<file path="src/rtl/lirc_pkg.sv">
// lirc_pkg: shared constants and controller/datapath interface types
// for the linear interpolation rate converter; no dependencies
package lirc_pkg;

   // field and register widths
   localparam int SAMPLE_W      = 16;
   localparam int CSR_DATA_W    = 48;
   localparam int CSR_INDEX_W   = 2;
   localparam int CHAN_CNT_W    = 2;
   localparam int STEP_INT_W    = 12;
   localparam int SKIP_W        = 13;
   localparam int RUN_CNT_W     = 6;

   // default arithmetic precision
   localparam int FRACTION_BITS_DEF = 48;
   localparam int WEIGHT_BITS_DEF   = 16;

   // most interpolated outputs per frame
   localparam logic [RUN_CNT_W-1:0] RUN_MAX = 6'd63;

   // register indexes
   localparam logic [CSR_INDEX_W-1:0] CSR_CHANNEL_COUNT = 2'd0;
   localparam logic [CSR_INDEX_W-1:0] CSR_STEP_INT      = 2'd1;
   localparam logic [CSR_INDEX_W-1:0] CSR_STEP_FRAC     = 2'd2;

   // register reset values
   localparam logic [CHAN_CNT_W-1:0] CHAN_CNT_RST = 2'd2;
   localparam logic [STEP_INT_W-1:0] STEP_INT_RST = 12'd1;

   // commands from controller to datapath
   typedef struct packed {
      logic capture;       // latch the incoming frame
      logic mix_emit;      // load an interpolated output and advance position
      logic mix_lor;       // last_of_run flag for that output
      logic last_emit;     // load the final output and clear state
      logic finish_run;    // close a frame that had a previous one
      logic finish_first;  // store the first frame of a stream
   } lirc_cmd_type;

   // status from datapath to controller
   typedef struct packed {
      logic have_prev;
      logic skip_zero;
      logic adv_skip_zero; // skip distance after the next advance is zero
      logic last_frame;
      logic out_free;      // output register can take a value this cycle
   } lirc_status_type;

endpackage

</file>
<file path="src/rtl/lirc_ctrl.sv">
// lirc_ctrl: sequencing state machine of the rate converter
// depends on lirc_pkg for command and status types
module lirc_ctrl
   import lirc_pkg::*;
(
   input  logic            clock,
   input  logic            reset,
   input  logic            req_valid,
   output logic            req_stall,
   input  lirc_status_type status,
   output lirc_cmd_type    cmd
);

   localparam logic [1:0] ST_IDLE = 2'd0;
   localparam logic [1:0] ST_GEN  = 2'd1;
   localparam logic [1:0] ST_LAST = 2'd2;

   logic [1:0]           state_ff, state_in;
   logic [RUN_CNT_W-1:0] run_cnt_ff, run_cnt_in;

   // input side is open only between frames
   assign req_stall = (state_ff != ST_IDLE);

   // next state and commands
   always_comb begin
      state_in   = state_ff;
      run_cnt_in = run_cnt_ff;
      cmd        = '0;
      case (state_ff)
         ST_IDLE: begin
            if (req_valid) begin
               cmd.capture = 1'b1;
               run_cnt_in  = '0;
               state_in    = ST_GEN;
            end
         end
         ST_GEN: begin
            if (!status.have_prev) begin
               cmd.finish_first = 1'b1;
               state_in         = status.last_frame ? ST_LAST : ST_IDLE;
            end else if (status.skip_zero && (run_cnt_ff != RUN_MAX)) begin
               if (status.out_free) begin
                  cmd.mix_emit = 1'b1;
                  cmd.mix_lor  = !status.last_frame &&
                                 (!status.adv_skip_zero || (run_cnt_ff == RUN_MAX - 6'd1));
                  run_cnt_in   = run_cnt_ff + 6'd1;
               end
            end else begin
               cmd.finish_run = 1'b1;
               state_in       = status.last_frame ? ST_LAST : ST_IDLE;
            end
         end
         ST_LAST: begin
            if (status.out_free) begin
               cmd.last_emit = 1'b1;
               state_in      = ST_IDLE;
            end
         end
         default: begin
            state_in = ST_IDLE;
         end
      endcase
   end

   // state registers
   always_ff @(posedge clock) begin
      if (reset) begin
         state_ff   <= ST_IDLE;
         run_cnt_ff <= '0;
      end else begin
         state_ff   <= state_in;
         run_cnt_ff <= run_cnt_in;
      end
   end

   // at most one state-changing command per cycle
   assert property (@(posedge clock) disable iff (reset)
      $onehot0({cmd.capture, cmd.mix_emit, cmd.last_emit, cmd.finish_run, cmd.finish_first}))
      else $error("lirc_ctrl: conflicting commands");

   // a run never goes past its output limit
   assert property (@(posedge clock) disable iff (reset)
      cmd.mix_emit |-> (run_cnt_ff != RUN_MAX))
      else $error("lirc_ctrl: too many outputs for one frame");

   // the final output is always followed by idle
   assert property (@(posedge clock) disable iff (reset)
      cmd.last_emit |=> (state_ff == ST_IDLE))
      else $error("lirc_ctrl: no return to idle after final output");

endmodule

</file>
<file path="src/rtl/lirc_datapath.sv">
// lirc_datapath: config registers, frame and phase state, interpolation
// multipliers and output register; depends on lirc_pkg
module lirc_datapath
   import lirc_pkg::*;
#(
   parameter int FRACTION_BITS = FRACTION_BITS_DEF,
   parameter int WEIGHT_BITS   = WEIGHT_BITS_DEF
)(
   input  logic                         clock,
   input  logic                         reset,
   input  logic                         csr_write,
   input  logic [CSR_INDEX_W-1:0]       csr_index,
   input  logic [CSR_DATA_W-1:0]        csr_wdata,
   input  logic signed [SAMPLE_W-1:0]   req_sample_a,
   input  logic signed [SAMPLE_W-1:0]   req_sample_b,
   input  logic                         req_last_frame,
   output logic                         rsp_valid,
   input  logic                         rsp_stall,
   output logic signed [SAMPLE_W-1:0]   rsp_out_a,
   output logic signed [SAMPLE_W-1:0]   rsp_out_b,
   output logic                         rsp_last_of_run,
   output logic                         rsp_stream_end,
   input  lirc_cmd_type                 cmd,
   output lirc_status_type              status
);

   localparam int FB = FRACTION_BITS;
   localparam int WB = WEIGHT_BITS;
   localparam int MW = WB + 18;
   // smallest fraction step, ceil(2^FB / 63)
   localparam logic [63:0]   MinFracFull = ((64'd1 << FB) + 64'd62) / 64'd63;
   localparam logic [FB-1:0] MinFrac     = MinFracFull[FB-1:0];

   // config registers
   logic [CHAN_CNT_W-1:0] chan_cnt_ff;
   logic [STEP_INT_W-1:0] step_int_ff;
   logic [CSR_DATA_W-1:0] step_frac_ff;

   // frame and position state
   logic signed [SAMPLE_W-1:0] prev_a_ff, prev_b_ff, cur_a_ff, cur_b_ff;
   logic                       have_prev_ff, last_ff;
   logic [SKIP_W-1:0]          skip_ff;
   logic [FB-1:0]              phase_ff;

   // output register
   logic                       out_valid_ff;
   logic signed [SAMPLE_W-1:0] out_a_ff, out_b_ff;
   logic                       out_lor_ff, out_end_ff;

   logic                       stereo;
   logic [FB+CSR_DATA_W-1:0]   frac_ext;
   logic [FB-1:0]              frac_raw, frac_inc;
   logic [FB:0]                phase_sum;
   logic [SKIP_W-1:0]          skip_adv;
   logic [WB-1:0]              weight;
   logic signed [SAMPLE_W:0]   diff_a, diff_b;
   logic signed [MW-1:0]       prod_a, prod_b, sum_a, sum_b;
   logic signed [SAMPLE_W-1:0] mix_a, mix_b;
   logic                       out_free;

   assign stereo = chan_cnt_ff[1];

   // config writes, unknown index ignored
   always_ff @(posedge clock) begin
      if (reset) begin
         chan_cnt_ff  <= CHAN_CNT_RST;
         step_int_ff  <= STEP_INT_RST;
         step_frac_ff <= '0;
      end else if (csr_write) begin
         case (csr_index)
            CSR_CHANNEL_COUNT: chan_cnt_ff  <= csr_wdata[CHAN_CNT_W-1:0];
            CSR_STEP_INT:      step_int_ff  <= csr_wdata[STEP_INT_W-1:0];
            CSR_STEP_FRAC:     step_frac_ff <= csr_wdata;
            default: begin
            end
         endcase
      end
   end

   // position increment with the minimum enforced
   assign frac_ext = {{FB{1'b0}}, step_frac_ff};
   assign frac_raw = frac_ext[FB-1:0];
   assign frac_inc = ((step_int_ff == '0) && (frac_raw < MinFrac)) ? MinFrac : frac_raw;
   assign phase_sum = {1'b0, phase_ff} + {1'b0, frac_inc};
   assign skip_adv  = {1'b0, step_int_ff} + {{(SKIP_W-1){1'b0}}, phase_sum[FB]};

   // interpolation prev + (cur - prev) * w, floored by the arithmetic shift
   assign weight = phase_ff[FB-1 -: WB];
   assign diff_a = $signed({cur_a_ff[SAMPLE_W-1], cur_a_ff})
                 - $signed({prev_a_ff[SAMPLE_W-1], prev_a_ff});
   assign diff_b = $signed({cur_b_ff[SAMPLE_W-1], cur_b_ff})
                 - $signed({prev_b_ff[SAMPLE_W-1], prev_b_ff});
   assign prod_a = diff_a * $signed({1'b0, weight});
   assign prod_b = diff_b * $signed({1'b0, weight});
   assign sum_a  = $signed({{2{prev_a_ff[SAMPLE_W-1]}}, prev_a_ff, {WB{1'b0}}}) + prod_a;
   assign sum_b  = $signed({{2{prev_b_ff[SAMPLE_W-1]}}, prev_b_ff, {WB{1'b0}}}) + prod_b;
   assign mix_a  = sum_a[WB +: SAMPLE_W];
   assign mix_b  = sum_b[WB +: SAMPLE_W];

   // frame capture
   always_ff @(posedge clock) begin
      if (cmd.capture) begin
         cur_a_ff <= req_sample_a;
         cur_b_ff <= req_sample_b;
         last_ff  <= req_last_frame;
      end
   end

   // stream state
   always_ff @(posedge clock) begin
      if (reset || cmd.last_emit) begin
         prev_a_ff    <= '0;
         prev_b_ff    <= '0;
         have_prev_ff <= 1'b0;
         skip_ff      <= '0;
         phase_ff     <= '0;
      end else if (cmd.mix_emit) begin
         phase_ff <= phase_sum[FB-1:0];
         skip_ff  <= skip_adv;
      end else if (cmd.finish_run) begin
         skip_ff      <= skip_ff - {{(SKIP_W-1){1'b0}}, 1'b1};
         prev_a_ff    <= cur_a_ff;
         prev_b_ff    <= cur_b_ff;
         have_prev_ff <= 1'b1;
      end else if (cmd.finish_first) begin
         skip_ff      <= '0;
         phase_ff     <= '0;
         prev_a_ff    <= cur_a_ff;
         prev_b_ff    <= cur_b_ff;
         have_prev_ff <= 1'b1;
      end
   end

   // output register, refilled in the cycle the old value is taken
   assign out_free = !out_valid_ff || !rsp_stall;

   always_ff @(posedge clock) begin
      if (reset) begin
         out_valid_ff <= 1'b0;
      end else if (cmd.mix_emit || cmd.last_emit) begin
         out_valid_ff <= 1'b1;
      end else if (!rsp_stall) begin
         out_valid_ff <= 1'b0;
      end
   end

   always_ff @(posedge clock) begin
      if (cmd.mix_emit) begin
         out_a_ff   <= mix_a;
         out_b_ff   <= stereo ? mix_b : '0;
         out_lor_ff <= cmd.mix_lor;
         out_end_ff <= 1'b0;
      end else if (cmd.last_emit) begin
         out_a_ff   <= cur_a_ff;
         out_b_ff   <= stereo ? cur_b_ff : '0;
         out_lor_ff <= 1'b1;
         out_end_ff <= 1'b1;
      end
   end

   assign rsp_valid       = out_valid_ff;
   assign rsp_out_a       = out_a_ff;
   assign rsp_out_b       = out_b_ff;
   assign rsp_last_of_run = out_lor_ff;
   assign rsp_stream_end  = out_end_ff;

   // status to controller
   always_comb begin
      status.have_prev     = have_prev_ff;
      status.skip_zero     = (skip_ff == '0);
      status.adv_skip_zero = (skip_adv == '0);
      status.last_frame    = last_ff;
      status.out_free      = out_free;
   end

   // a waiting output is never overwritten
   assert property (@(posedge clock) disable iff (reset)
      (out_valid_ff && rsp_stall) |-> !(cmd.mix_emit || cmd.last_emit))
      else $error("lirc_datapath: output overwritten while stalled");

   // the final output leaves the stream cleared
   assert property (@(posedge clock) disable iff (reset)
      cmd.last_emit |=> (!have_prev_ff && (skip_ff == '0) && (phase_ff == '0)))
      else $error("lirc_datapath: state not cleared after stream end");

   // an interpolated output is only made with a previous frame in place
   assert property (@(posedge clock) disable iff (reset)
      cmd.mix_emit |-> (have_prev_ff && (skip_ff == '0)))
      else $error("lirc_datapath: interpolation without a due position");

endmodule

</file>
<file path="src/rtl/linear_interp_rate_converter.sv">
// Flow: a frame transfer is captured, then the generate state loads each interpolated result
//   into the output register; for a last frame the last state then loads the final result.
// Sequencing: a new frame is taken only in idle; up to 63 interpolated outputs per frame plus
//   a final one for a last frame, one per cycle unless stalled, on a shared multiplier pair.
// Reset (synchronous): registers go to stereo, step 1.0, stream state cleared.
// top level: joins the controller and the datapath; depends on lirc_pkg,
// lirc_ctrl and lirc_datapath
module linear_interp_rate_converter
   import lirc_pkg::*;
#(
   parameter int FRACTION_BITS = FRACTION_BITS_DEF,
   parameter int WEIGHT_BITS   = WEIGHT_BITS_DEF
)(
   input  logic                       clock,
   input  logic                       reset,
   input  logic                       csr_write,
   input  logic [CSR_INDEX_W-1:0]     csr_index,
   input  logic [CSR_DATA_W-1:0]      csr_wdata,
   input  logic                       req_valid,
   output logic                       req_stall,
   input  logic signed [SAMPLE_W-1:0] req_sample_a,
   input  logic signed [SAMPLE_W-1:0] req_sample_b,
   input  logic                       req_last_frame,
   output logic                       rsp_valid,
   input  logic                       rsp_stall,
   output logic signed [SAMPLE_W-1:0] rsp_out_a,
   output logic signed [SAMPLE_W-1:0] rsp_out_b,
   output logic                       rsp_last_of_run,
   output logic                       rsp_stream_end
);

   lirc_cmd_type    cmd;
   lirc_status_type status;

   // sequencer
   lirc_ctrl u_ctrl (
      .clock     (clock),
      .reset     (reset),
      .req_valid (req_valid),
      .req_stall (req_stall),
      .status    (status),
      .cmd       (cmd)
   );

   // arithmetic and storage
   lirc_datapath #(
      .FRACTION_BITS (FRACTION_BITS),
      .WEIGHT_BITS   (WEIGHT_BITS)
   ) u_datapath (
      .clock           (clock),
      .reset           (reset),
      .csr_write       (csr_write),
      .csr_index       (csr_index),
      .csr_wdata       (csr_wdata),
      .req_sample_a    (req_sample_a),
      .req_sample_b    (req_sample_b),
      .req_last_frame  (req_last_frame),
      .rsp_valid       (rsp_valid),
      .rsp_stall       (rsp_stall),
      .rsp_out_a       (rsp_out_a),
      .rsp_out_b       (rsp_out_b),
      .rsp_last_of_run (rsp_last_of_run),
      .rsp_stream_end  (rsp_stream_end),
      .cmd             (cmd),
      .status          (status)
   );

endmodule
</file>
<file path="config.mk">
export PLATFORM = sky130hd
export DESIGN_NAME = linear_interp_rate_converter
export DESIGN_NICKNAME = d
export VERILOG_FILES = /design/src/rtl/lirc_pkg.sv /design/src/rtl/lirc_ctrl.sv /design/src/rtl/lirc_datapath.sv /design/src/rtl/linear_interp_rate_converter.sv
export SDC_FILE = /design/constraint.sdc
export NUM_CORES = 2
export LEC_CHECK = 0
export BUFFER_PORTS_ARGS = -buffer_cell sky130_fd_sc_hd__buf_2
export CORE_MARGIN = 2
export CORE_UTILIZATION = 65
export DETAILED_ROUTE_END_ITERATION = 8
export GPL_TIMING_DRIVEN = 1
export PLACE_DENSITY_LB_ADDON = 0.05
export SLEW_MARGIN = 5
export SYNTH_ARGS = -nofsm -noshare
export SYNTH_HDL_FRONTEND = slang
export SYNTH_SLANG_ARGS = --single-unit
</file>
<file path="constraint.sdc">
create_clock -name clock -period 18.07 [get_ports clock]
set_clock_uncertainty 0.1 [all_clocks]
set_input_delay 3.614 -clock clock [delete_from_list [all_inputs] [get_ports clock]]
set_output_delay 3.614 -clock clock [all_outputs]
set_load 0.03 [all_outputs]
</file>
==> impl_metrics.toml <==
[outcome]
run_status = "completed"

[cts]
cts_resized = 0
tritoncts = "done"
ctsHtreeMaxLevel = 1
number_of_buffers_between_clock_root_and_the_deepest_sink = 3
hold_buf_cts = 0
cts-root-buf = "clkbuf_16"
cts.clk_slew.worst_paths_ns = 0.06
cts_buffers = 25
cts.repair_timing.setup_buffer_count = 0
number_of_sinks_driven_by_the_clock_tree = 231
clock_insertion_delay_worst_skew_ns = 0.56

[placed_design]
preCtsSetupSlack_ns = 8.54
detailedPlacementHpwl_mm = 62.7
area_after_dpl_um2 = 35400
port_buffers = 123
gp_congestion = 0.885
placedCellCount = 4561

[final_layout]
fraction_of_layout_cells_with_a_size_suffix_above_1_pct = 6.57
highest_count_cells_in_the_layout_ignoring_fill_and_taps = "inv_1 (795), fa_1 (581), nand2_1 (556)"
layout-area-overhead-vs-synth_pct = 6.55
net_count_of_the_finished_layout = 4848
layout.cell_area.non_filler_um2 = 36200
finalNonFillerCells = 4607
mostFrequentLayoutCell = "inv_1"
final_core_util_pct = 70.3
antenna-diode-count = 0

[setup_path]
critical_path_arrival_ns = 9.94
cp_data_required_time_ns = 18.38
timing.critical_path.to_type = "flop"
worst_setup_path_start_kind = "flop"
crit_type = "flop to flop"
slowest_delay_ns = 0.85
cell_with_the_most_instances_on_the_worst_path = "fa_1"
crit_path_max_fanout = 16
slowest_stage = "fa_1"

[synth]
synthesis.nets = 4807
edff_count_synth = 66
post_synth_inst_count = 3867
synth_compound_area_share_pct = 8.60
syn_avg_cell_area_um2 = 8.79
share_of_the_synthesized_area_in_the_top_cell_type_pct = 34.2
synth-adder-area-share_pct = 44.2
synth.cell_area_um2 = 34000
muxShareOfSynthArea_pct = 0
synthSimpleGateAreaFrac_pct = 17.2
synth.ff_latch_count = 231
synth_top_family_by_area = "adder cells"
ys_async_sr_fraction_pct = 0
yosys-top-cells-area = "fa_1 (34%), ha_1 (10%), dfxtp_1 (9.7%)"
netlist.top_cell.by_area = "fa_1"
parity_gate_share_of_the_synthesized_area_counting_xor_and_xnor_cells_pct = 3.92
leading_register_cell_type_out_of_synthesis = "dfxtp_1"
yosysUniqueCellTypes = 67
seq_area_frac_synth_pct = 15.5
warnings_synthesis = 0

[floorplanning]
die_x_um = 233
boundaryPins = 124
start_util_pct = 66.0
die_y_um = 233
row_count = 83
area_of_the_core_region_um2 = 51500
area_of_the_die_um2 = 54200

[global_route]
aggregate_global_routing_overflow = 0
grt_antenna_before_repair = 0
maximum_number_of_pins_on_one_net_before_global_route_repair = 71
grt_pass1_vias = 27900
global_route_wire_length_before_repair_mm = 137
track_usage_pct = 31.7

[sta]
transition_time_of_the_tightest_slew_check_pin_ns = 1.17
slew_headroom_pct = 22.1
fmax_ghz = 0.104
timing.final.hold_violations = 0
min_clock_period_post_route_ns = 9.63
post-route-period-util_pct = 53.3
finalWorstSetupSlack_ns = 8.44
grt_setup_unrepaired = "false"
timing.final.setup_violations = 0
hold-worst-slack_ns = 0.355
finalSetupTns_ns = 0
final_max_slew_viol_count = 0

[route]
drc_violations = 0
total_length_of_routed_wires_mm = 81.6
dr_total_vias = 25700
route.antenna.remaining_nets = 0
drt-initial-drc-count = 1379
via_per_inst = 5.58
drt-wirelength-per-cell_um = 17.7
drt-pass1-iter-count = 5

[pwr]
p_leak_nw = 18.1
pwr_density_cell_nw_per_um2 = 40.5
post-layout-total-power_mw = 1.47
highest_ir_drop_seen_on_vdd_mv = 0.0795

[hold_path]
hold_crit_class = "flop to flop"

[flow_run]
cap_violations = 0
## critical path: cells and delay by family (launching register included)
kind / cells / cell delay (ns)
AO/OA/AOI/OAI: 10 / 2.56
XOR/XNOR: 1 / 0.33
adder cells (fa/ha/maj): 9 / 4.36
buffers and inverters: 6 / 0.46
flip-flops: 1 / 0.36
AND/OR/NAND/NOR: 7 / 1.31
## state kept, by name, indices dropped and copies added (netlist names)
name,count
u_datapath.chan_cnt_ff,1
u_datapath.rsp_last_of_run,1
u_datapath.rsp_stream_end,1
u_ctrl.run_cnt_ff,6
u_datapath.rsp_valid,1
u_datapath.prev_a_ff,16
u_datapath.cur_a_ff,16
u_datapath.last_ff,1
u_datapath.rsp_out_a,16
u_datapath.phase_ff,48
u_datapath.step_int_ff,12
u_ctrl.state_ff,2
u_datapath.have_prev_ff,1
u_datapath.rsp_out_b,16
u_datapath.cur_b_ff,16
u_datapath.prev_b_ff,16
u_datapath.skip_ff,13
u_datapath.frac_raw,48
## routing by layer
layer / vias up / part of all wire (%) / track usage, % / routed length [um]
li1: 11900 / - / - / -
met1: 12900 / 40 / 38.8 / 32600
met2: 710 / 52 / 58.3 / 42700
met3: 164 / 4.5 / 2.86 / 3670
met4: 0 / 3.3 / 10.9 / 2670
met5: - / 0 / 0 / 0
## final cells by class
cell class	count	area [um2]
Timing Repair Buffer	174	998
Sequential cell	231	5290
Clock buffer	30	684
Clock inverter	16	175
Inverter	795	2980
Fill cell	4161	15300
Tap cell	680	851
Multi-Input combinational cell	2681	25200
## final timing paths
check                                             from  depth (start not counted)                              endpoint  slack (ns)
setup / recovery      u_datapath.cur_b_ff[0]$_DFFE_PP_                         33    u_datapath.rsp_out_b[15]$_DFFE_PP_        8.44
hold / removal    u_datapath.prev_a_ff[9]$_SDFFE_PP0P_                          2  u_datapath.prev_a_ff[9]$_SDFFE_PP0P_        0.36
setup reg to reg      u_datapath.cur_b_ff[0]$_DFFE_PP_                         33    u_datapath.rsp_out_b[15]$_DFFE_PP_        8.44
hold reg to reg   u_datapath.prev_a_ff[9]$_SDFFE_PP0P_                          2  u_datapath.prev_a_ff[9]$_SDFFE_PP0P_        0.36
## Yosys cell counts, drive strengths merged (24+ instances only)
library cell  instances
inv                 795
fa                  581
nand2               556
and2                281
ha                  271
a21oi               195
dfxtp               165
clkbuf              156
nor2                111
o21ai               102
xnor2                94
nor2b                67
edfxtp               66
xor2                 53
nand2b               45
nand3                44
a21o                 39
nor3                 32
a22oi                24
## logic make-up after synthesis
logic type                 count (synthesis)
and+or+nand+nor                         1203
xor gates and xnor gates                 149
DFF                                      231
buffers and inverters                    955
adders and majority gates                852
AOI/OAI and AO/OA                        477
## power by group
| group | leakage (nW) | internal [mW] | switching, mW | total [mW] |
|---|---|---|---|---|
| clock network | 0.428 | 0.315 | 0.226 | 0.542 |
| logic | 15.7 | 0.109 | 0.245 | 0.354 |
| registers | 1.95 | 0.554 | 0.0163 | 0.571 |
No activity file was read; power rests on OpenSTA's default activity.
